===== src/hdl/assert_macros.svh =====
// Assertion helpers used by bds_front. Each use expects clk and rst_n in scope.
`ifndef ASSERT_MACROS_SVH
`define ASSERT_MACROS_SVH

// The property must hold at every clock edge outside reset.
`define ASSERT_CLK(label, prop) \
    label: assert property (@(posedge clk) disable iff (!rst_n) (prop)) \
        else $error("assertion failed");

// The expression must never be true outside reset.
`define ASSERT_NEVER(label, expr) \
    label: assert property (@(posedge clk) disable iff (!rst_n) !(expr)) \
        else $error("forbidden condition seen");

`endif


===== src/hdl/bds_pkg.sv =====
`default_nettype none

package bds_pkg;

    localparam int MAX_WIDTH    = 4096;
    localparam int MAX_HEIGHT   = 16384;
    localparam int MAX_CHANNELS = 4;
    localparam int LINE_DEPTH   = MAX_WIDTH / 2;
    localparam int LINE_AW      = $clog2(LINE_DEPTH);

    localparam int PIX_W      = 8;
    localparam int PAIR_W     = PIX_W + 1;
    localparam int SUM_W      = PIX_W + 2;
    localparam int COL_W      = 12;
    localparam int ROW_W      = 14;
    localparam int WIDTH_W    = 13;
    localparam int HEIGHT_W   = 15;
    localparam int CHAN_W     = 3;
    localparam int CFG_IDX_W  = 2;
    localparam int CFG_DATA_W = 15;

    localparam logic [CFG_IDX_W-1:0] CFG_SRC_WIDTH     = 2'd0;
    localparam logic [CFG_IDX_W-1:0] CFG_SRC_HEIGHT    = 2'd1;
    localparam logic [CFG_IDX_W-1:0] CFG_CHANNEL_COUNT = 2'd2;

    typedef struct packed {
        logic [PIX_W-1:0] in_ch0;
        logic [PIX_W-1:0] in_ch1;
        logic [PIX_W-1:0] in_ch2;
        logic [PIX_W-1:0] in_ch3;
    } in_item_t;

    typedef struct packed {
        logic [PIX_W-1:0] out_ch0;
        logic [PIX_W-1:0] out_ch1;
        logic [PIX_W-1:0] out_ch2;
        logic [PIX_W-1:0] out_ch3;
        logic             out_last;
    } out_item_t;

    typedef logic [MAX_CHANNELS-1:0][PAIR_W-1:0] pair_vec_t;

    // Item waiting between the position logic and the output register.
    typedef struct packed {
        pair_vec_t               pair;
        logic                    dbl;
        logic                    last;
        logic [MAX_CHANNELS-1:0] chan_en;
    } stage_t;

    typedef struct packed {
        logic              we;
        logic              re;
        logic [LINE_AW-1:0] addr;
        pair_vec_t         wdata;
    } line_req_t;

endpackage

`default_nettype wire


===== src/hdl/bds_back.sv =====
`default_nettype none

module bds_back (
    input  wire logic                clk,
    input  wire logic                rst_n,
    input  wire logic                stage_valid,
    input  wire bds_pkg::stage_t     stage,
    input  wire bds_pkg::pair_vec_t  rdata,
    output logic                     out_free,
    output logic                     res_valid,
    input  wire logic                res_stall,
    output bds_pkg::out_item_t       res_data
);

    localparam int NCH = bds_pkg::MAX_CHANNELS;
    localparam int PW  = bds_pkg::PIX_W;
    localparam int SW  = bds_pkg::SUM_W;

    logic               out_valid_reg, out_valid_next;
    bds_pkg::out_item_t out_data_reg, out_data_next;
    logic [NCH-1:0][SW-1:0] sum;
    logic [NCH-1:0][PW-1:0] avg;

    always_comb
    begin
        for (int c = 0; c < NCH; c++)
        begin
            if (stage.dbl)
                sum[c] = {stage.pair[c], 1'b0} + SW'(2);
            else
                sum[c] = {1'b0, rdata[c]} + {1'b0, stage.pair[c]} + SW'(2);
            avg[c] = stage.chan_en[c] ? sum[c][SW-1:2] : '0;
        end
    end

    assign out_data_next.out_ch0  = avg[0];
    assign out_data_next.out_ch1  = avg[1];
    assign out_data_next.out_ch2  = avg[2];
    assign out_data_next.out_ch3  = avg[3];
    assign out_data_next.out_last = stage.last;

    assign out_free       = !out_valid_reg || !res_stall;
    assign out_valid_next = out_free ? stage_valid : out_valid_reg;

    always_ff @(posedge clk or negedge rst_n)
    begin
        if (!rst_n)
        begin
            out_valid_reg <= 1'b0;
        end
        else
        begin
            out_valid_reg <= out_valid_next;
        end
    end

    always_ff @(posedge clk)
    begin
        if (out_free && stage_valid)
        begin
            out_data_reg <= out_data_next;
        end
    end

    assign res_valid = out_valid_reg;
    assign res_data  = out_data_reg;

endmodule

`default_nettype wire


===== config.mk =====
export PLATFORM = sky130hd
export DESIGN_NAME = bds_back
export DESIGN_NICKNAME = d
export VERILOG_FILES = /design/src/hdl/assert_macros.svh /design/src/hdl/bds_pkg.sv /design/src/hdl/bds_back.sv
export SDC_FILE = /design/constraint.sdc
export NUM_CORES = 1
export LEC_CHECK = 0
export BUFFER_PORTS_ARGS = -buffer_cell sky130_fd_sc_hd__buf_2
export CORE_MARGIN = 2
export CORE_UTILIZATION = 58
export CTS_BUF_LIST = sky130_fd_sc_hd__clkbuf_8
export DETAILED_ROUTE_END_ITERATION = 10
export PLACE_DENSITY = 0.89
export SYNTH_ARGS = -nofsm -noshare
export SYNTH_HDL_FRONTEND = slang
export SYNTH_SLANG_ARGS = --single-unit
export TNS_END_PERCENT = 1

===== constraint.sdc =====
create_clock -name clk -period 2.5 [get_ports clk]
set_input_delay 0.125 -clock clk [delete_from_list [all_inputs] [get_ports clk]]
set_output_delay 0.125 -clock clk [all_outputs]
set_load 0.01 [all_outputs]

==> results.ini, run 1 <==
[outcome]
outcome = finished clean

[setup_path]
critical_path_buf_inv_count = 2
cp-start-kind = input port
crit_chain = buf_2 -> inv_1 -> ha_1 -> nand3b_1 -> fa_1 -> nand2b_2 -> a22oi_2 -> a31oi_1 -> o211a_1 -> a2111oi_1
critical_path.max_fanout = 3
cp.arrival_ns = 2.29
required_ns = 2.58
max_stage_delay_ns = 0.41
critical-path-top-delay-family = compound AO/OA/AOI/OAI gates
path_class = in2reg
cp-end-kind = flop
crit_slowest_cell = fa_1

[floorplanning]
coreArea_um2 = 6030
fp.dieW_um = 83.6
dieArea_um2 = 6980
fp.dieH_um = 83.6
start_util_pct = 60.9
rows = 28
io_pins = 117

[layout]
final_nets = 675
regArea_um2 = 1020
design_area_um2 = 4420
fill_cells = 472
drive_gt1_share_pct = 24.3
n_antenna_cell = 0
multi_input_area_um2 = 2530
syn2layout_area_growth_pct = 20.4

[route]
routedWlPerCell_um = 14.2
route.detailed.drc = 0
vias_per_cell = 5.75
ant_nets = 0
detail_route.iter0.violations = 108
num_vias = 3457
first_pass_iters = 4
totalWireLength_um = 8560

[clock_network]
cts_buffers = 5
clkLatencyLatePin_ns = 0.29
cts_root_buffer = clkbuf_8
cts_tree = yes
clock_sinks = 34
clk_path_buf_depth = 2
path_clk_slew_ns = 0.07
cts_max_level = 2
post_cts_buffers = 0

[grt]
grt_max_degree = 48
overflow = 0
grt_pass1_wl_um = 14500
grt_pass1_vias = 3407
grt_antenna_before_repair = 0
gr-usage-all-layers_pct = 24.8

[run]
drv_cap = 0

[sta]
maxSlewHeadroom_pct = 54.1
setup_viol = 0
tightest_slew_ns = 0.688
drv_slew = 0
fin_crit_ns = 2.21
max_freq_ghz = 0.452
clock-skew-final_ns = 0.00769
hold_viol_final = 0
period_share_pct = 88.6
rsz0062_at_grt = false

[pwr]
p_leak_nw = 2.16
ir_drop_mv = 0.359
finalPower_mw = 1.87
power_density_nw_per_um2 = 422

[placement]
dpl_cell_area_um2 = 4330
gp_congestion = 0.898
hpwlAfterDp_um = 7130
place.port_buffers = 116

[logic_synthesis]
synth_nets = 557
synth_seq_cells = 34
netlist.area_leader.share_pct = 27.0
synth_ff_type = edfxtp_1
ys_top_cells_by_count = ha_1 (64), nor2_1 (34), edfxtp_1 (33), nand2_1 (31)
synth_most_common_cell = ha_1
synth_edf_count = 33
ys_seq_area_share_pct = 27.7
ys_top_cells_by_area = edfxtp_1 (27%), ha_1 (22%), xor2_1 (5.7%), xnor2_1 (4.5%), a21oi_1 (3.7%)
synth.distinct_cells = 44
synth_area_leader_cell = edfxtp_1
syn_area_um2 = 3670
synth_warnings = 0
syn_inst = 407
async_flop_share_pct = 2.94
synth_area_per_cell_um2 = 9.02

[worst_hold_path]
hold_path.class = in2reg

-- final timing paths --
check,slack (ns),cells after the start,from,end
setup reg to reg,1.15,3,res_valid,res_data[16]
setup / recovery,0.29,10,stage[34],res_data[8]
hold reg to reg,0.55,2,res_valid,res_valid
hold / removal,0.03,1,stage[4],res_data[0]
max in group asynchronous,2.29,2,rst_n,res_valid
min in group asynchronous,0.13,2,rst_n,res_valid
-- layer usage --
layer | vias to the layer above | track usage [%] | part of all wire, %
met2 | 142 | 44.1 | 50
met5 | - | 0 | 0
met4 | 0 | 8.65 | 2.6
met1 | 1561 | 29.3 | 41
met3 | 28 | 5.34 | 6.5
li1 | 1726 | - | -
-- kinds of logic (layout without fill, tap and decap cells) --
family                   after synthesis  count (layout)  synth area share (%)
flip-flops                            34              34                  27.7
buffers and inverters                 34             153                  3.54
multiplexers                           1               1                 0.273
XOR/XNOR                              43              43                  10.3
adder cells (fa/ha/maj)               68              68                  24.0
AND/OR/NAND/NOR                      133             133                  17.6
AO/OA/AOI/OAI                         94              94                  16.7
-- area by class of cell --
type                       count  share of cell area (%)
multi-input combinational    339                    57.1
sequential                    34                    23.0
timing repair buffer         119                    13.7
inverter                      26                    2.21
tap                           75                    2.12
clock buffer                   5                    1.56
clock inverter                 3                   0.283
-- layout by cell type, fill, tap and decap left out, types with 6 or more instances in the layout --
master and instances:
buf_2 116, and3_1 6, xor2_1 24, a31oi_1 7
nand2_1 31, edfxtp_1 33, xnor2_1 19, o21ai_0 18
a211oi_1 10, a21oi_1 27, o211a_1 9, nand2b_1 7
nand3_1 27, nor2_1 34, ha_1 64, inv_1 25
-- power by group --
group	total [mW]	switching (mW)	internal (mW)
logic	0.793	0.446	0.347
clock network	0.378	0.191	0.187
registers	0.696	0.0102	0.686
total	1.87	0.648	1.22
-- sequential cells by signal, indices dropped and copies added, names as in the netlist --
register	cells
res_data	33
res_valid	1
-- through the flow --
step / instances / hold WS, ns / setup TNS, ns / utilization, % / setup slack (ns)
6_report: 601 / 0.0349 / 0 / 73.4 / 0.286
5_1_grt: 601 / 0.0203 / 0 / 73.4 / 0.107
4_1_cts: 601 / 0.0329 / 0 / 73.4 / 0.304
3_5_place_dp: 592 / -0.0965 / -0.00605 / 71.8 / -0.00605
3_3_place_gp: 592 / -0.101 / 0 / 71.8 / 0.0856
2_1_floorplan: 407 / -0.171 / 0 / - / 0.284
-- repair_timing --
action / 4_1_cts / 5_1_grt
resized for setup: 0 / 0
hold endpoints to repair: 1 / 0
hold buffers: 1 / 0
No activity file was read; power rests on OpenSTA's default activity.
==> run 2, diff against run 1 <==
PLACE_DENSITY = 0.95   (was 0.89)
SLEW_MARGIN = 0   (was not set)
==> results.ini, run 2 (same netlist as run 1, synthesis figures left out) <==
[sta]
tightest_slew_ns = 0.754  ; +0.0661 ns
rsz0062_at_grt = false
fin_crit_ns = 2.28  ; +0.0662 ns
clock-skew-final_ns = 0.00347  ; -0.00422 ns
max_freq_ghz = 0.439  ; -2.9%
maxSlewHeadroom_pct = 49.7  ; -4.4 points
period_share_pct = 91.2  ; +2.6 points
fin_hold_ws_ns = 0.0144  ; -0.0205 ns
hold_viol_final = 0  ; unchanged
setup_viol = 0  ; unchanged
drv_slew = 0  ; unchanged

[setup_path]
cp.arrival_ns = 2.35  ; +0.06 ns
worst_r2r_endpoint = res_data[16]
crit_slowest_cell = fa_1
max_stage_delay_ns = 0.42  ; about the same
ff2ff_path_depth = 3  ; unchanged
cp-start-kind = input port
cp-end-kind = flop
crit_chain = buf_2 -> inv_1 -> ha_1 -> nand3b_1 -> fa_1 -> nand2b_2 -> a22oi_2 -> a31oi_1 -> o211a_1 -> a2111oi_1
critical-path-top-delay-family = compound AO/OA/AOI/OAI gates
required_ns = 2.57  ; about the same
rr_startpoint = res_valid
rrSetupSlack_ns = 1.16  ; about the same
path_class = in2reg
critical_path_buf_inv_count = 2  ; unchanged
critical_path.max_fanout = 3  ; unchanged

[route]
totalWireLength_um = 9190  ; +7.3%
routedWlPerCell_um = 15.3  ; +7.3%
num_vias = 3534  ; +2.2%
vias_per_cell = 5.88  ; +2.2%
ant_nets = 0  ; unchanged
first_pass_iters = 4  ; unchanged
detail_route.iter0.violations = 103  ; -4.6%
route.detailed.drc = 0  ; unchanged

[grt]
grt_max_degree = 48  ; unchanged
grt_pass1_wl_um = 15500  ; +6.9%
overflow = 0  ; unchanged
grt_pass1_vias = 3536  ; +3.8%
grt_antenna_before_repair = 0  ; unchanged
gr-usage-all-layers_pct = 26.2  ; +1.4 points

[floorplanning]
fp.dieW_um = 83.6  ; unchanged
rows = 28  ; unchanged
fp.dieH_um = 83.6  ; unchanged
io_pins = 117  ; unchanged
dieArea_um2 = 6980  ; unchanged
start_util_pct = 60.9  ; unchanged
coreArea_um2 = 6030  ; unchanged

[worst_hold_path]
whs_path_depth = 1  ; unchanged
hold_path.class = in2reg
hold_end = res_data[0]
min_from = stage[4]

[layout]
n_antenna_cell = 0  ; unchanged
final_cell_mix = buf_2 (116), ha_1 (64), nor2_1 (34)
final_common_cell = buf_2
final_nets = 675  ; unchanged
largest_register_ff_count = 33  ; unchanged
drive_gt1_share_pct = 24.1  ; -0.19 points
syn2layout_area_growth_pct = 20.3  ; about the same

[outcome]
outcome = finished clean

[run]
drv_cap = 0  ; unchanged

[clock_network]
clk_path_buf_depth = 2  ; unchanged
path_clk_slew_ns = 0.07  ; about the same
cts_resized = 0  ; unchanged
post_cts_buffers = 0  ; unchanged
clkLatencyLatePin_ns = 0.28  ; about the same
cts_root_buffer = clkbuf_8
cts_max_level = 2  ; unchanged
cts_buffers = 5  ; unchanged
clock_sinks = 34  ; unchanged
cts_tree = yes

[placement]
place.port_buffers = 116  ; unchanged
hpwlAfterDp_um = 7360  ; +3.1%
gp_congestion = 0.872  ; -2.9%

[pwr]
ir_drop_mv = 0.279  ; -22%
power_density_nw_per_um2 = 425  ; +0.60%
p_leak_nw = 2.15  ; -0.28%
finalPower_mw = 1.88  ; +0.57%

run 2: cell types whose count changed in the layout (fill, tap and decap cells not counted), sizes merged:
cell,change
clkinv,+1
inv,-1
run 2: worst reg2reg max path, delay by kind of cell (launching register included):
kind                   cells  cell delay, ns
flip-flops                 1            0.37
AND/OR/NAND/NOR            2            0.24
buffers and inverters      1            0.37
run 2: layout make-up:
class | instances | area, µm²
fill | 455 | 1610
multi-input combinational | 339 | 2530
clock inverter | 3 | 11.3
timing repair buffer | 119 | 606
tap | 75 | 93.8
inverter | 26 | 97.6
sequential | 34 | 1020
clock buffer | 5 | 68.8
run 2: metal layers:
layer | wire length (µm) | global-route usage (%) | up-vias
li1 | - | - | 1726
met1 | 3650 | 30.5 | 1640
met2 | 4750 | 47.8 | 142
met3 | 547 | 3.66 | 26
met4 | 247 | 10.7 | 0
met5 | 0 | 0 | -
run 2: through the flow:
step | area (µm²) | setup TNS, ns | setup WS, ns | std cells | util [%]
floorplan | 3670 | 0 | 0.284 | 407 | -
global placement | 4330 | 0 | 0.0736 | 592 | 71.8
detailed placement | 4330 | -0.0295 | -0.0295 | 592 | 71.8
CTS | 4420 | 0 | 0.248 | 601 | 73.3
global route | 4420 | 0 | 0.0639 | 601 | 73.3
finish | 4420 | 0 | 0.220 | 601 | 73.3
run 2: worst max path at each step:
stage	start	cells past startpoint	end	slack [ns]
after floorplan	stage[34]	9	res_data[8]	0.28
after global placement	stage[34]	10	res_data[8]	0.07
after detailed placement	stage[34]	10	res_data[8]	-0.03
after CTS	stage[34]	10	res_data[8]	0.25
after global routing	stage[34]	10	res_data[8]	0.06
final	stage[34]	10	res_data[8]	0.22
run 2: power breakdown:
group	internal [mW]	switching, mW	total (mW)
sequential	0.686	0.0107	0.696
clock	0.186	0.190	0.376
combinational	0.347	0.458	0.806
total	1.22	0.659	1.88
run 2: timing repair:
item | CTS | global route
hold endpoints to repair | 1 | 0
endpoints found under the setup margin | 0 | 0
hold buffers | 1 | 0
