<file path="src/hdl/assert_macros.svh">
// Assertion helpers used by bds_front. Each use expects clk and rst_n in scope.
`ifndef ASSERT_MACROS_SVH
`define ASSERT_MACROS_SVH

// The property must hold at every clock edge outside reset.
`define ASSERT_CLK(label, prop) \
    label: assert property (@(posedge clk) disable iff (!rst_n) (prop)) \
        else $error("assertion failed");

// The expression must never be true outside reset.
`define ASSERT_NEVER(label, expr) \
    label: assert property (@(posedge clk) disable iff (!rst_n) !(expr)) \
        else $error("forbidden condition seen");

`endif

</file>
<file path="src/hdl/bds_pkg.sv">
`default_nettype none

package bds_pkg;

    localparam int MAX_WIDTH    = 4096;
    localparam int MAX_HEIGHT   = 16384;
    localparam int MAX_CHANNELS = 4;
    localparam int LINE_DEPTH   = MAX_WIDTH / 2;
    localparam int LINE_AW      = $clog2(LINE_DEPTH);

    localparam int PIX_W      = 8;
    localparam int PAIR_W     = PIX_W + 1;
    localparam int SUM_W      = PIX_W + 2;
    localparam int COL_W      = 12;
    localparam int ROW_W      = 14;
    localparam int WIDTH_W    = 13;
    localparam int HEIGHT_W   = 15;
    localparam int CHAN_W     = 3;
    localparam int CFG_IDX_W  = 2;
    localparam int CFG_DATA_W = 15;

    localparam logic [CFG_IDX_W-1:0] CFG_SRC_WIDTH     = 2'd0;
    localparam logic [CFG_IDX_W-1:0] CFG_SRC_HEIGHT    = 2'd1;
    localparam logic [CFG_IDX_W-1:0] CFG_CHANNEL_COUNT = 2'd2;

    typedef struct packed {
        logic [PIX_W-1:0] in_ch0;
        logic [PIX_W-1:0] in_ch1;
        logic [PIX_W-1:0] in_ch2;
        logic [PIX_W-1:0] in_ch3;
    } in_item_t;

    typedef struct packed {
        logic [PIX_W-1:0] out_ch0;
        logic [PIX_W-1:0] out_ch1;
        logic [PIX_W-1:0] out_ch2;
        logic [PIX_W-1:0] out_ch3;
        logic             out_last;
    } out_item_t;

    typedef logic [MAX_CHANNELS-1:0][PAIR_W-1:0] pair_vec_t;

    // Item waiting between the position logic and the output register.
    typedef struct packed {
        pair_vec_t               pair;
        logic                    dbl;
        logic                    last;
        logic [MAX_CHANNELS-1:0] chan_en;
    } stage_t;

    typedef struct packed {
        logic              we;
        logic              re;
        logic [LINE_AW-1:0] addr;
        pair_vec_t         wdata;
    } line_req_t;

endpackage

`default_nettype wire

</file>
<file path="src/hdl/bds_front.sv">
`default_nettype none

module bds_front (
    input  wire logic                              clk,
    input  wire logic                              rst_n,
    input  wire logic                              cfg_we,
    input  wire logic [bds_pkg::CFG_IDX_W-1:0]     cfg_index,
    input  wire logic [bds_pkg::CFG_DATA_W-1:0]    cfg_data,
    input  wire logic                              pix_valid,
    output logic                                   pix_stall,
    input  wire bds_pkg::in_item_t                 pix_data,
    input  wire logic                              out_free,
    output logic                                   stage_valid,
    output bds_pkg::stage_t                        stage,
    output bds_pkg::line_req_t                     line_req
);

    localparam int NCH = bds_pkg::MAX_CHANNELS;
    localparam int PW  = bds_pkg::PIX_W;
    localparam int CW  = bds_pkg::COL_W;
    localparam int RW  = bds_pkg::ROW_W;
    localparam int WW  = bds_pkg::WIDTH_W;
    localparam int HW  = bds_pkg::HEIGHT_W;
    localparam int KW  = bds_pkg::CHAN_W;

    logic [WW-1:0] width_reg;
    logic [HW-1:0] height_reg;
    logic [KW-1:0] chan_reg;

    logic [CW-1:0] col_reg, col_next;
    logic [RW-1:0] row_reg, row_next;
    logic [NCH-1:0][PW-1:0] left_reg, left_next;

    logic           stage_valid_reg, stage_valid_next;
    bds_pkg::stage_t stage_reg, stage_next;

    logic [WW-1:0]   w_c;
    logic [HW-1:0]   h_c;
    logic [KW-1:0]   ch_c;
    logic [WW-2:0]   dw;
    logic [HW-2:0]   dh;
    logic            w_one, h_one;
    logic            x_ok, y_ok, have, line_ok, emit, accept;
    logic            col_end, row_end;
    logic [NCH-1:0]  chan_en;
    logic [NCH-1:0][PW-1:0] pix_in, pix;
    bds_pkg::pair_vec_t pair;

    // Configuration registers.
    always_ff @(posedge clk or negedge rst_n)
    begin
        if (!rst_n)
        begin
            width_reg  <= WW'(1);
            height_reg <= HW'(1);
            chan_reg   <= KW'(4);
        end
        else if (cfg_we)
        begin
            case (cfg_index)
                bds_pkg::CFG_SRC_WIDTH:     width_reg  <= cfg_data[WW-1:0];
                bds_pkg::CFG_SRC_HEIGHT:    height_reg <= cfg_data[HW-1:0];
                bds_pkg::CFG_CHANNEL_COUNT: chan_reg   <= cfg_data[KW-1:0];
                default:                    ;
            endcase
        end
    end

    // Clamp the registers into their legal ranges.
    always_comb
    begin
        if (width_reg == '0)
            w_c = WW'(1);
        else if (width_reg > WW'(bds_pkg::MAX_WIDTH))
            w_c = WW'(bds_pkg::MAX_WIDTH);
        else
            w_c = width_reg;

        if (height_reg == '0)
            h_c = HW'(1);
        else if (height_reg > HW'(bds_pkg::MAX_HEIGHT))
            h_c = HW'(bds_pkg::MAX_HEIGHT);
        else
            h_c = height_reg;

        if (chan_reg == '0)
            ch_c = KW'(1);
        else if (chan_reg > KW'(NCH))
            ch_c = KW'(NCH);
        else
            ch_c = chan_reg;
    end

    assign dw    = (w_c[WW-1:1] == '0) ? (WW-1)'(1) : w_c[WW-1:1];
    assign dh    = (h_c[HW-1:1] == '0) ? (HW-1)'(1) : h_c[HW-1:1];
    assign w_one = (w_c == WW'(1));
    assign h_one = (h_c == HW'(1));

    assign x_ok = ({1'b0, col_reg} < {dw, 1'b0});
    assign y_ok = ({1'b0, row_reg} < {dh, 1'b0});

    assign pix_in[0] = pix_data.in_ch0;
    assign pix_in[1] = pix_data.in_ch1;
    assign pix_in[2] = pix_data.in_ch2;
    assign pix_in[3] = pix_data.in_ch3;

    always_comb
    begin
        for (int c = 0; c < NCH; c++)
        begin
            chan_en[c] = (KW'(c) < ch_c);
            pix[c]     = chan_en[c] ? pix_in[c] : '0;
            if (w_one)
                pair[c] = {pix[c], 1'b0};
            else
                pair[c] = {1'b0, left_reg[c]} + {1'b0, pix[c]};
        end
    end

    // A narrow image doubles the single column; otherwise odd columns close a pair.
    assign have    = x_ok && (w_one || col_reg[0]);
    assign line_ok = have && y_ok;
    assign emit    = line_ok && (h_one || row_reg[0]);

    assign pix_stall = stage_valid_reg && !out_free;
    assign accept    = pix_valid && !pix_stall;

    assign col_end = (({1'b0, col_reg} + WW'(1)) >= w_c);
    assign row_end = (({1'b0, row_reg} + HW'(1)) >= h_c);

    always_comb
    begin
        col_next  = col_reg;
        row_next  = row_reg;
        left_next = left_reg;
        if (accept)
        begin
            if (x_ok && !w_one && !col_reg[0])
                left_next = pix;
            if (col_end)
            begin
                col_next = '0;
                row_next = row_end ? '0 : row_reg + RW'(1);
            end
            else
            begin
                col_next = col_reg + CW'(1);
            end
        end
    end

    always_comb
    begin
        stage_next         = stage_reg;
        stage_next.pair    = pair;
        stage_next.dbl     = h_one;
        stage_next.chan_en = chan_en;
        stage_next.last    = ({1'b0, col_reg[CW-1:1]} == (dw - (WW-1)'(1)))
                          && ({1'b0, row_reg[RW-1:1]} == (dh - (HW-1)'(1)));
        if (accept)
            stage_valid_next = emit;
        else if (out_free)
            stage_valid_next = 1'b0;
        else
            stage_valid_next = stage_valid_reg;
    end

    always_ff @(posedge clk or negedge rst_n)
    begin
        if (!rst_n)
        begin
            col_reg         <= '0;
            row_reg         <= '0;
            left_reg        <= '0;
            stage_valid_reg <= 1'b0;
        end
        else
        begin
            col_reg         <= col_next;
            row_reg         <= row_next;
            left_reg        <= left_next;
            stage_valid_reg <= stage_valid_next;
        end
    end

    always_ff @(posedge clk)
    begin
        if (accept)
        begin
            stage_reg <= stage_next;
        end
    end

    // Even rows of an image taller than one row store their pair sums; the read of the same entry is issued on every
    // transaction so the data lines up with the staged item.
    assign line_req.we    = accept && line_ok && !h_one && !row_reg[0];
    assign line_req.re    = accept;
    assign line_req.addr  = col_reg[CW-1:1];
    assign line_req.wdata = pair;

    assign stage_valid = stage_valid_reg;
    assign stage       = stage_reg;

`include "assert_macros.svh"

    `ASSERT_CLK(a_stage_hold, stage_valid_reg && !out_free |=> stage_valid_reg && $stable(stage_reg))
    `ASSERT_CLK(a_col_step, accept && !col_end |=> col_reg == $past(col_reg) + CW'(1))
    `ASSERT_NEVER(a_write_and_emit, line_req.we && emit)

endmodule

`default_nettype wire

</file>
<file path="config.mk">
export PLATFORM = sky130hd
export DESIGN_NAME = bds_front
export DESIGN_NICKNAME = d
export VERILOG_FILES = /design/src/hdl/bds_pkg.sv /design/src/hdl/bds_front.sv
export VERILOG_INCLUDE_DIRS = /design/src /design/src/hdl
export SDC_FILE = /design/constraint.sdc
export NUM_CORES = 1
export LEC_CHECK = 0
export BUFFER_PORTS_ARGS = -buffer_cell sky130_fd_sc_hd__buf_2
export CELL_PAD_IN_SITES_DETAIL_PLACEMENT = 0
export CELL_PAD_IN_SITES_GLOBAL_PLACEMENT = 1
export CORE_UTILIZATION = 40
export DETAILED_ROUTE_END_ITERATION = 12
export GPL_TIMING_DRIVEN = 0
export PLACE_DENSITY_LB_ADDON = 0.1
export SLEW_MARGIN = 20
export SYNTH_ARGS = -nofsm -noshare
export SYNTH_HDL_FRONTEND = slang
export SYNTH_SLANG_ARGS = --single-unit
</file>
<file path="constraint.sdc">
create_clock -name clk -period 3.2 [get_ports clk]
set_input_delay 0.32 -clock clk [delete_from_list [all_inputs] [get_ports clk]]
set_output_delay 0.32 -clock clk [all_outputs]
set_load 0.01 [all_outputs]
</file>
==> flow_summary_export.csv, run 1 <==
group,metric,value,unit
timing,clock_skew,0.00916,ns
cts,cts_max_level,4,
critical_path,crit_fanout,8,
timing,layout_setup_ws,-0.521,ns
global_route,grt_usage,22.8,%
timing,fin_crit_sh,116,%
drt,antenna_left,0,
timing,setup_viol,23,
cts,clock_latency,0.43,ns
yosys,synth_fp_nets,1167,
critical_path,critPathLaunchType,"flip-flop",
final_layout,final_layout_size_suffix_gt1_share,45.5,%
critical_path,end_kind,"primary output",
global_route,gr-total-overflow,0,
drt,vias,8257,
placed_design,numPortBuffers,146,
drt,firstDrtPassIters,5,
run,drv_cap,0,
timing,final-max-slew-violation-count,0,
drt,drtIter0Drc,387,
drt,drc_errors,0,
worst_hold_path,hold_start,"cfg_data[13]",
global_route,grt_pass1_wl,43100,µm
yosys,ys_async_sr_fraction,68.2,%
final_layout,syn2layout_area_growth,35.1,%
worst_hold_path,hold_class,"in2reg",
floorplan,dieArea,24900,µm²
outcome,violations,"negative setup slack",
cts,cts_buffers,17,
global_route,antenna_found_initial,0,
timing,worst_slew_pin_slew,0.822,ns
pwr,p_per_area,848,nW/µm²
final_layout,final-seq-area,3540,µm²
yosys,yosys_register_bits,132,
final_layout,most-common-layout-cells,"145 x buf_2, 115 x buf_4, 82 x nand2_1",
floorplan,die_y,158,µm
final_layout,nFillCells,2149,
pwr,power,0.0111,W
floorplan,core_area,23600,µm²
yosys,yosysWarnings,0,
floorplan,initial_core_util,41.1,%
yosys,synth_cell_types,72,
drt,wirelength,27700,µm
critical_path,cp.required,2.88,ns
yosys,synth_edf_count,42,
global_route,grt_pass1_vias,8022,
yosys,synth_flop_cell,"dfrtp_1",
final_layout,final_nets,1399,
placed_design,globalplace.congestion,0.832,
timing,final-hold-violation-count,0,
final_layout,final_common_cell,"buf_2",
placed_design,hpwl,19100,µm
floorplan,ios,147,
outcome,status,"finished with violations",
cts,clk_pin_slew,0.06,ns
yosys,netlist_area,9710,µm²
yosys,synth.avg_cell_area,9.51,µm²
timing,max_freq,0.269,GHz
yosys,synth-seq-area-share,36.2,%
timing,period_minus_slack,3.72,ns
critical_path,critical_path_class,"reg2out",
cts,root_buffer,"clkbuf_16",
floorplan,rows,56,
worst_hold_path,min_path_cells,2,
critical_path,r2r_end,"row_reg[7]",
pwr,p_leak,5.99,nW
final_layout,final_cell_area,13100,µm²
cts,cts_buffer_depth,2,
drt,post_drt_wl_per_cell,17.5,µm
placed_design,place_area,10900,µm²
yosys,netlist_instances,1021,
pwr,vdd_ir_drop_max,0.000388,V
cts,cts_sinks,132,
timing,rsz0062_at_grt,"true",
critical_path,r2r_cells,16,
drt,avgViaCountPerCell,5.21,
timing,max_slew_margin,45.2,%
final_layout,final_util,55.6,%
timing,setup_tns,-1.84,ns
critical_path,rrSetupSlack,-0.11,ns
critical_path,worstPathArrival,3.40,ns
critical_path,rr_startpoint,"height_reg[11]",
worst_hold_path,whs_endpoint,"height_reg[13]",
floorplan,die_w,158,µm
final_layout,diodes,0,
final_layout,multiInputGateArea,6290,µm²
final_layout,largest_reg_flops,42,
global_route,grt_max_degree,67,
cts,tritoncts,"built",
worst max path at each step:
| stage | start | end | slack, ns |
|---|---|---|---|
| after floorplan | width_reg[7] | stage[4] | -0.07 |
| final | height_reg[11] | line_req[48] | -0.52 |
| after global routing | height_reg[11] | line_req[48] | -0.66 |
| after global placement | height_reg[14] | line_req[48] | -1.74 |
| after CTS | height_reg[10] | line_req[48] | -0.58 |
| after detailed placement | height_reg[14] | line_req[48] | -1.39 |
worst max-delay path: stages (launching register included):
cell	delay [ns]
dfrtp_1	0.37
buf_6	0.14
nor4_4	0.30
nand4_4	0.19
o21ai_4	0.23
nand2_2	0.10
ha_4	0.22
nand4_1	0.09
nor2_1	0.05
o2111ai_1	0.13
a21oi_2	0.07
a2111oi_4	0.42
o221ai_2	0.21
nor4_4	0.26
buf_2	0.20
per-stage QoR:
| stage | hold WS [ns] | instances | setup slack [ns] |
|---|---|---|---|
| final | 0.129 | 1584 | -0.521 |
| after detailed placement | 0.212 | 1487 | -1.39 |
| after CTS | 0.121 | 1574 | -0.579 |
| after floorplan | 0.0244 | 1021 | -0.0742 |
| after global routing | 0.121 | 1584 | -0.656 |
| after global placement | 0.494 | 1486 | -1.74 |
synthesized netlist by cell type (27+ instances only):
| cell type | instances | area (µm²) |
|---|---|---|
| edfxtp_1 | 42 | 1260 |
| xnor2_1 | 33 | 289 |
| nor2_1 | 56 | 210 |
| xor2_1 | 30 | 263 |
| inv_1 | 43 | 161 |
| mux2_2 | 56 | 631 |
| nand2_1 | 88 | 330 |
| dfrtp_1 | 87 | 2180 |
| nand2b_1 | 27 | 169 |
| o21ai_0 | 61 | 305 |
| ha_1 | 88 | 1100 |
| a21oi_1 | 58 | 290 |
| buf_4 | 52 | 390 |
| clkbuf_1 | 42 | 158 |
metal layers:
metal  up-vias  routed length (µm)  GRT usage, %  share of wire (%)
li1       4032                   -             -                  -
met1      4015               13200          30.6                 47
met2       185               13100          37.5                 47
met3        25                 966          3.56                3.5
met4         0                 511          7.35                1.8
met5         -                   0             0                  0
timing repair:
| action | 4_1_cts | 5_1_grt |
|---|---|---|
| cloned | 2 | 1 |
| setup buffers | 71 | 19 |
| pin swaps | 69 | 74 |
| hold buffers | 1 | 0 |
| resized for setup | 198 | 101 |
| setup endpoints to repair | 93 | 81 |
| hold endpoints to repair | 24 | 0 |
cell families (layout without fill, tap and decap cells):
logic type	after synthesis	in the layout	share of synthesized area (%)
buf+inv	154	397	8.32
compound gates	218	218	14.3
mux	63	63	7.27
simple gates	298	299	16.0
flops	132	132	36.2
other cells	1	1	0.0386
xor+xnor	63	63	5.68
fa+ha+maj	92	92	12.2
where the power goes:
group	switching (W)	internal, W
clock network	0.000850	0.00109
logic	0.00310	0.00321
registers	0.000439	0.00244
layout make-up:
class                           instances  area share, %
Multi-Input combinational cell        736           47.9
Buffer                                 86           4.61
Timing Repair Buffer                  236           11.9
Clock buffer                           17           3.24
Sequential cell                       132           27.0
Clock inverter                         14           1.06
Inverter                               44           1.29
Tap cell                              319           3.04
(Power assumes the default switching activity.)
==> inputs of run 2 (changes only) <==
PLACE_DENSITY = 0.84   (was not set)
PLACE_DENSITY_LB_ADDON = not set   (was 0.1)
==> flow_summary_export.csv, run 2 (synthesized netlist as in run 1, its figures left out) <==
group,metric,value,unit
outcome,status,"finished with violations",
outcome,violations,"negative setup slack",
timing,final-max-slew-violation-count,0,
critical_path,critical_path_class,"reg2out",
critical_path,cp.required,2.88,ns
drt,post_drt_wl_per_cell,17.4,µm
drt,drtIter0Drc,515,
timing,max_slew_margin,23.7,%
global_route,grt_pass1_wl,42300,µm
global_route,grt_max_degree,52,
floorplan,ios,147,
drt,vias,8430,
timing,layout_setup_ws,-0.582,ns
final_layout,final-seq-area,3540,µm²
drt,drc_errors,0,
cts,cts_sinks,132,
global_route,antenna_found_initial,2,
timing,period_minus_slack,3.78,ns
placed_design,hpwl,18900,µm
cts,cts_buffer_depth,2,
drt,firstDrtPassIters,5,
final_layout,final_common_cell,"buf_2",
cts,cts_max_level,4,
pwr,p_per_area,844,nW/µm²
final_layout,final_nets,1419,
timing,final-hold-violation-count,0,
cts,tritoncts,"built",
final_layout,final_util,56.4,%
final_layout,stdcell_count,1607,
floorplan,die_w,158,µm
global_route,gr-total-overflow,0,
timing,setup_viol,10,
timing,clock_skew,0.0145,ns
critical_path,r2r_end,"stage[4]",
floorplan,die_y,158,µm
worst_hold_path,hold_start,"cfg_data[13]",
timing,fin_crit_sh,118,%
cts,root_buffer,"clkbuf_16",
critical_path,rr_startpoint,"height_reg[11]",
drt,wirelength,27900,µm
critical_path,end_kind,"primary output",
worst_hold_path,whs_endpoint,"height_reg[13]",
floorplan,core_area,23600,µm²
critical_path,crit_fanout,5,
placed_design,dpl_worst_slack,-0.923,ns
final_layout,final_layout_size_suffix_gt1_share,45.9,%
timing,rsz0062_at_grt,"true",
critical_path,critPathLaunchType,"flip-flop",
worst_hold_path,hold_class,"in2reg",
timing,setup_tns,-2.30,ns
cts,cts_buffers,17,
pwr,p_leak,6.09,nW
run,drv_cap,0,
critical_path,worstPathArrival,3.46,ns
critical_path,r2r_cells,16,
timing,max_freq,0.264,GHz
worst_hold_path,min_path_cells,2,
placed_design,numPortBuffers,146,
global_route,grt_pass1_vias,8089,
floorplan,dieArea,24900,µm²
critical_path,rrSetupSlack,-0.26,ns
final_layout,largest_reg_flops,42,
placed_design,globalplace.congestion,0.848,
drt,avgViaCountPerCell,5.25,
cts,clock_latency,0.44,ns
cts,clk_pin_slew,0.06,ns
floorplan,rows,56,
global_route,grt_usage,22.2,%
pwr,vdd_ir_drop_max,0.000394,V
final_layout,multiInputGateArea,6250,µm²
final_layout,nFillCells,2090,
floorplan,initial_core_util,41.1,%
placed_design,dp_cells,1488,
timing,worst_slew_pin_slew,1.14,ns
final_layout,syn2layout_area_growth,37.2,%
drt,antenna_left,0,
final_layout,most-common-layout-cells,"148 x buf_2, 118 x buf_4, 83 x nand2_1",
## run 2: worst max-delay path by stage
stage | startpoint | to | slack [ns] | cells past startpoint
2_1_floorplan | width_reg[7] | stage[4] | -0.07 | 13
3_3_place_gp | height_reg[14] | line_req[48] | -1.0 | 13
3_5_place_dp | height_reg[14] | line_req[48] | -0.92 | 13
4_1_cts | height_reg[10] | line_req[48] | -0.49 | 13
5_1_grt | height_reg[11] | line_req[48] | -0.70 | 14
6_report | height_reg[11] | line_req[48] | -0.58 | 14
## run 2: per-stage QoR
step           instance area, µm²  total power [W]  hold slack, ns
6_report                    13300           0.0112           0.119
5_1_grt                     13300           0.0120           0.124
4_1_cts                     12600           0.0107           0.112
3_5_place_dp                10900          0.00798           0.268
3_3_place_gp                10800          0.00787           0.492
2_1_floorplan                9720          0.00646          0.0244
## run 2: metal layers
layer / track usage (%) / wire length (µm)
met3: 4.05 / 1340
met5: 0 / 13
met4: 7.49 / 629
met2: 38.0 / 13700
met1: 27.9 / 12200
## run 2: area by class of cell
| cell class | count | share of cell area [%] |
|---|---|---|
| inverters | 44 | 1.34 |
| multi-input cells | 735 | 46.9 |
| repair buffers | 251 | 13.0 |
| well taps | 319 | 3.00 |
| diodes | 2 | 0.0376 |
| flip-flops and latches | 132 | 26.5 |
| clock buffers | 18 | 3.22 |
| plain buffers | 92 | 4.87 |
| clock inverters | 14 | 1.05 |
## run 2: timing repair
action / CTS / global route
hold buffers: 1 / 0
setup endpoints to repair: 93 / 89
buffers inserted: 69 / 37
endpoints found under the hold margin: 38 / 0
pin swaps: 66 / 95
resized for setup: 176 / 149
cloned: 2 / 0
## run 2: critical path, stage by stage, from the launching register on
cell and delay, ns:
dfrtp_1 0.37, buf_6 0.13, nor4_4 0.40, nand4_4 0.19, nor2b_4 0.18, nor2_4 0.15, ha_4 0.15, nand2b_4 0.12
a21oi_2 0.06, o21ai_2 0.16, a21oi_2 0.09, a2111oi_4 0.36, o221ai_2 0.20, nor4_2 0.30, buf_2 0.17
## run 2: power breakdown
group,switching (W),internal (W),leakage (nW)
registers,0.000423,0.00244,1.51
logic,0.00317,0.00326,4.30
clock network,0.000857,0.00109,0.275
total,0.00445,0.00679,6.09
==> inputs of run 3 (changes only) <==
PLACE_DENSITY = 0.81   (was 0.84)
clock period = 4.25 ns   (was 3.2 ns; I/O delays follow)
==> flow_summary_export.csv, run 3 (synthesized netlist as in run 1, its figures left out) <==
group,metric,value,unit
floorplan,rows,56,
global_route,gr-total-overflow,0,
pwr,power_frac_clock,19.0,%
timing,setup_viol,0,
run,drv_cap,0,
critical_path,path_cells,"buf_6 > nor4_4 > nand4_4 > o21ai_4 > nand2_1 > ha_1 > o21ai_0 > o21ai_0 > o2111a_1 > a2111oi_4 > o221ai_2 > nor4_1 > buf_2",
drt,dr_wl_met2,11300,µm
final_layout,final_util,48.9,%
final_layout,multiInputGateArea,5470,µm²
placed_design,dpl_worst_slack,-0.341,ns
pwr,switchingPower,0.00294,W
floorplan,die_y,158,µm
timing,layout_setup_ws,0.287,ns
critical_path,worstPathArrival,3.54,ns
floorplan,ios,147,
final_layout,final_nets,1333,
critical_path,crit_top_cell,"o21ai_0",
critical_path,max_stage_delay,0.44,ns
drt,vias,7898,
critical_path,rr_startpoint,"col_reg[0]",
floorplan,dieArea,24900,µm²
timing,period_minus_slack,3.96,ns
timing,max_slew_margin,46.0,%
global_route,grt_pass1_vias,7368,
critical_path,cp-endpoint,"line_req[48]",
final_layout,nFillCells,2306,
critical_path,end_kind,"primary output",
critical_path,crit_fanout,10,
global_route,antenna_found_initial,2,
timing,rsz0062_at_grt,"false",
cts,root_buffer,"clkbuf_16",
cts,clock_latency,0.43,ns
floorplan,core_area,23600,µm²
final_layout,most-common-layout-cells,"155 x buf_2, 88 x nand2_1, 88 x ha_1",
final_layout,stdcell_count,1520,
critical_path,cp.required,3.83,ns
worst_hold_path,hold_class,"in2reg",
placed_design,hpwl,19100,µm
drt,drc_errors,0,
critical_path,r2r_cells,15,
critical_path,r2r_end,"row_reg[7]",
pwr,seqPwrFrac,28.5,%
final_layout,syn2layout_area_growth,18.9,%
drt,wirelength,24800,µm
drt,dr_wl_met3,1170,µm
critical_path,slowest_stage,"nor4_4",
drt,drtIter0Drc,481,
global_route,grt_usage,20.7,%
timing,clock_skew,0.0147,ns
cts,cts_buffers,17,
final_layout,final-seq-area,3520,µm²
timing,final-hold-violation-count,0,
pwr,internal_power,0.00448,W
drt,antenna_left,0,
critical_path,startpoint,"height_reg[10]",
timing,final-max-slew-violation-count,0,
timing,worst_slew_pin_slew,0.806,ns
placed_design,globalplace.congestion,0.906,
cts,cts_max_level,4,
drt,firstDrtPassIters,5,
placed_design,numPortBuffers,146,
cts,tritoncts,"built",
pwr,pwr-share-comb,52.4,%
cts,cts_sinks,132,
floorplan,initial_core_util,41.1,%
final_layout,final_common_cell,"buf_2",
critical_path,rrSetupSlack,0.41,ns
drt,wl_met1,11800,µm
global_route,grt_max_degree,53,
drt,top_layer_used,"met5",
pwr,p_per_area,643,nW/µm²
floorplan,die_w,158,µm
outcome,status,"complete, no violations",
final_layout,final_layout_size_suffix_gt1_share,28.8,%
drt,post_drt_wl_per_cell,16.3,µm
cts,clk_pin_slew,0.07,ns
critical_path,critPathLaunchType,"flip-flop",
pwr,swShare,39.7,%
timing,max_freq,0.252,GHz
pwr,vdd_ir_drop_max,0.000279,V
timing,fin_crit_sh,93.2,%
critical_path,critical_path_class,"reg2out",
drt,avgViaCountPerCell,5.20,
placed_design,dp_cells,1487,
pwr,p_leak,5.44,nW
global_route,grt_pass1_wl,39500,µm
cts,cts_buffer_depth,2,
final_layout,largest_reg_flops,42,
[run 3: cell count changes in the layout (fill, tap and decap cells not counted), moves of 16 or more]
cell / change
o21ai_0: +29
buf_4: -63
a21oi_1: +28
dfrtp_1: +16
dfrtp_2: -16
ha_4: -17
o21ai_1: -16
buf_6: -35
a21oi_2: -26
ha_1: +17
[run 3: timing repair]
action,4_1_cts,5_1_grt
pin swaps,1,3
endpoints found under the setup margin,32,36
endpoints found under the hold margin,39,0
gates resized for setup,9,15
hold buffers,1,0
buffers inserted,1,2
[run 3: how the worst min path moves through the flow]
stage                      from      endpoint  depth (start not counted)
floorplan                 rst_n   chan_reg[0]                          0
global placement    chan_reg[0]   chan_reg[0]                          1
global route        cfg_data[6]  width_reg[6]                          2
CTS                 cfg_data[5]  width_reg[5]                          3
finish              cfg_data[5]  width_reg[5]                          3
detailed placement        rst_n    row_reg[0]                          1
[run 3: metrics by stage]
stage / power, W / setup TNS (ns) / hold WS, ns / area (µm²)
2_1_floorplan: 0.00486 / 0 / 0.129 / 9710
3_3_place_gp: 0.00594 / -3.53 / 0.490 / 10800
3_5_place_dp: 0.00601 / -3.91 / 0.370 / 10900
4_1_cts: 0.00747 / 0 / 0.234 / 11500
5_1_grt: 0.00805 / 0 / 0.258 / 11500
6_report: 0.00742 / 0 / 0.247 / 11500
[run 3: metal layers]
metal  up-vias  track usage [%]
met5         -                0
met4         2             6.52
met3        38             3.61
met2       214             33.5
met1      3738             28.0
li1       3906                -
[run 3: layout make-up]
cell class	count	area share (%)
clock buffers	17	3.69
flip-flops and latches	132	30.5
plain buffers	106	5.54
diodes	1	0.0217
inverters	44	1.43
repair buffers	151	6.90
well taps	319	3.46
multi-input cells	735	47.3
clock inverters	15	1.15
[run 3: critical path, delay by kind of cell (launching register included)]
| family | cells | cell delay (ns) |
|---|---|---|
| DFF | 1 | 0.37 |
| and+or+nand+nor | 4 | 0.94 |
| adders and majority gates | 1 | 0.29 |
| AOI/OAI and AO/OA | 6 | 1.18 |
| buffers and inverters | 2 | 0.32 |
[run 3: power groups by stage]
stage,Sequential [W],Clock [W],Combinational [W]
2_1_floorplan,0.00216,0,0.00270
3_3_place_gp,0.00213,0,0.00381
3_5_place_dp,0.00213,0,0.00387
4_1_cts,0.00211,0.00144,0.00392
5_1_grt,0.00219,0.00149,0.00437
6_report,0.00212,0.00141,0.00389
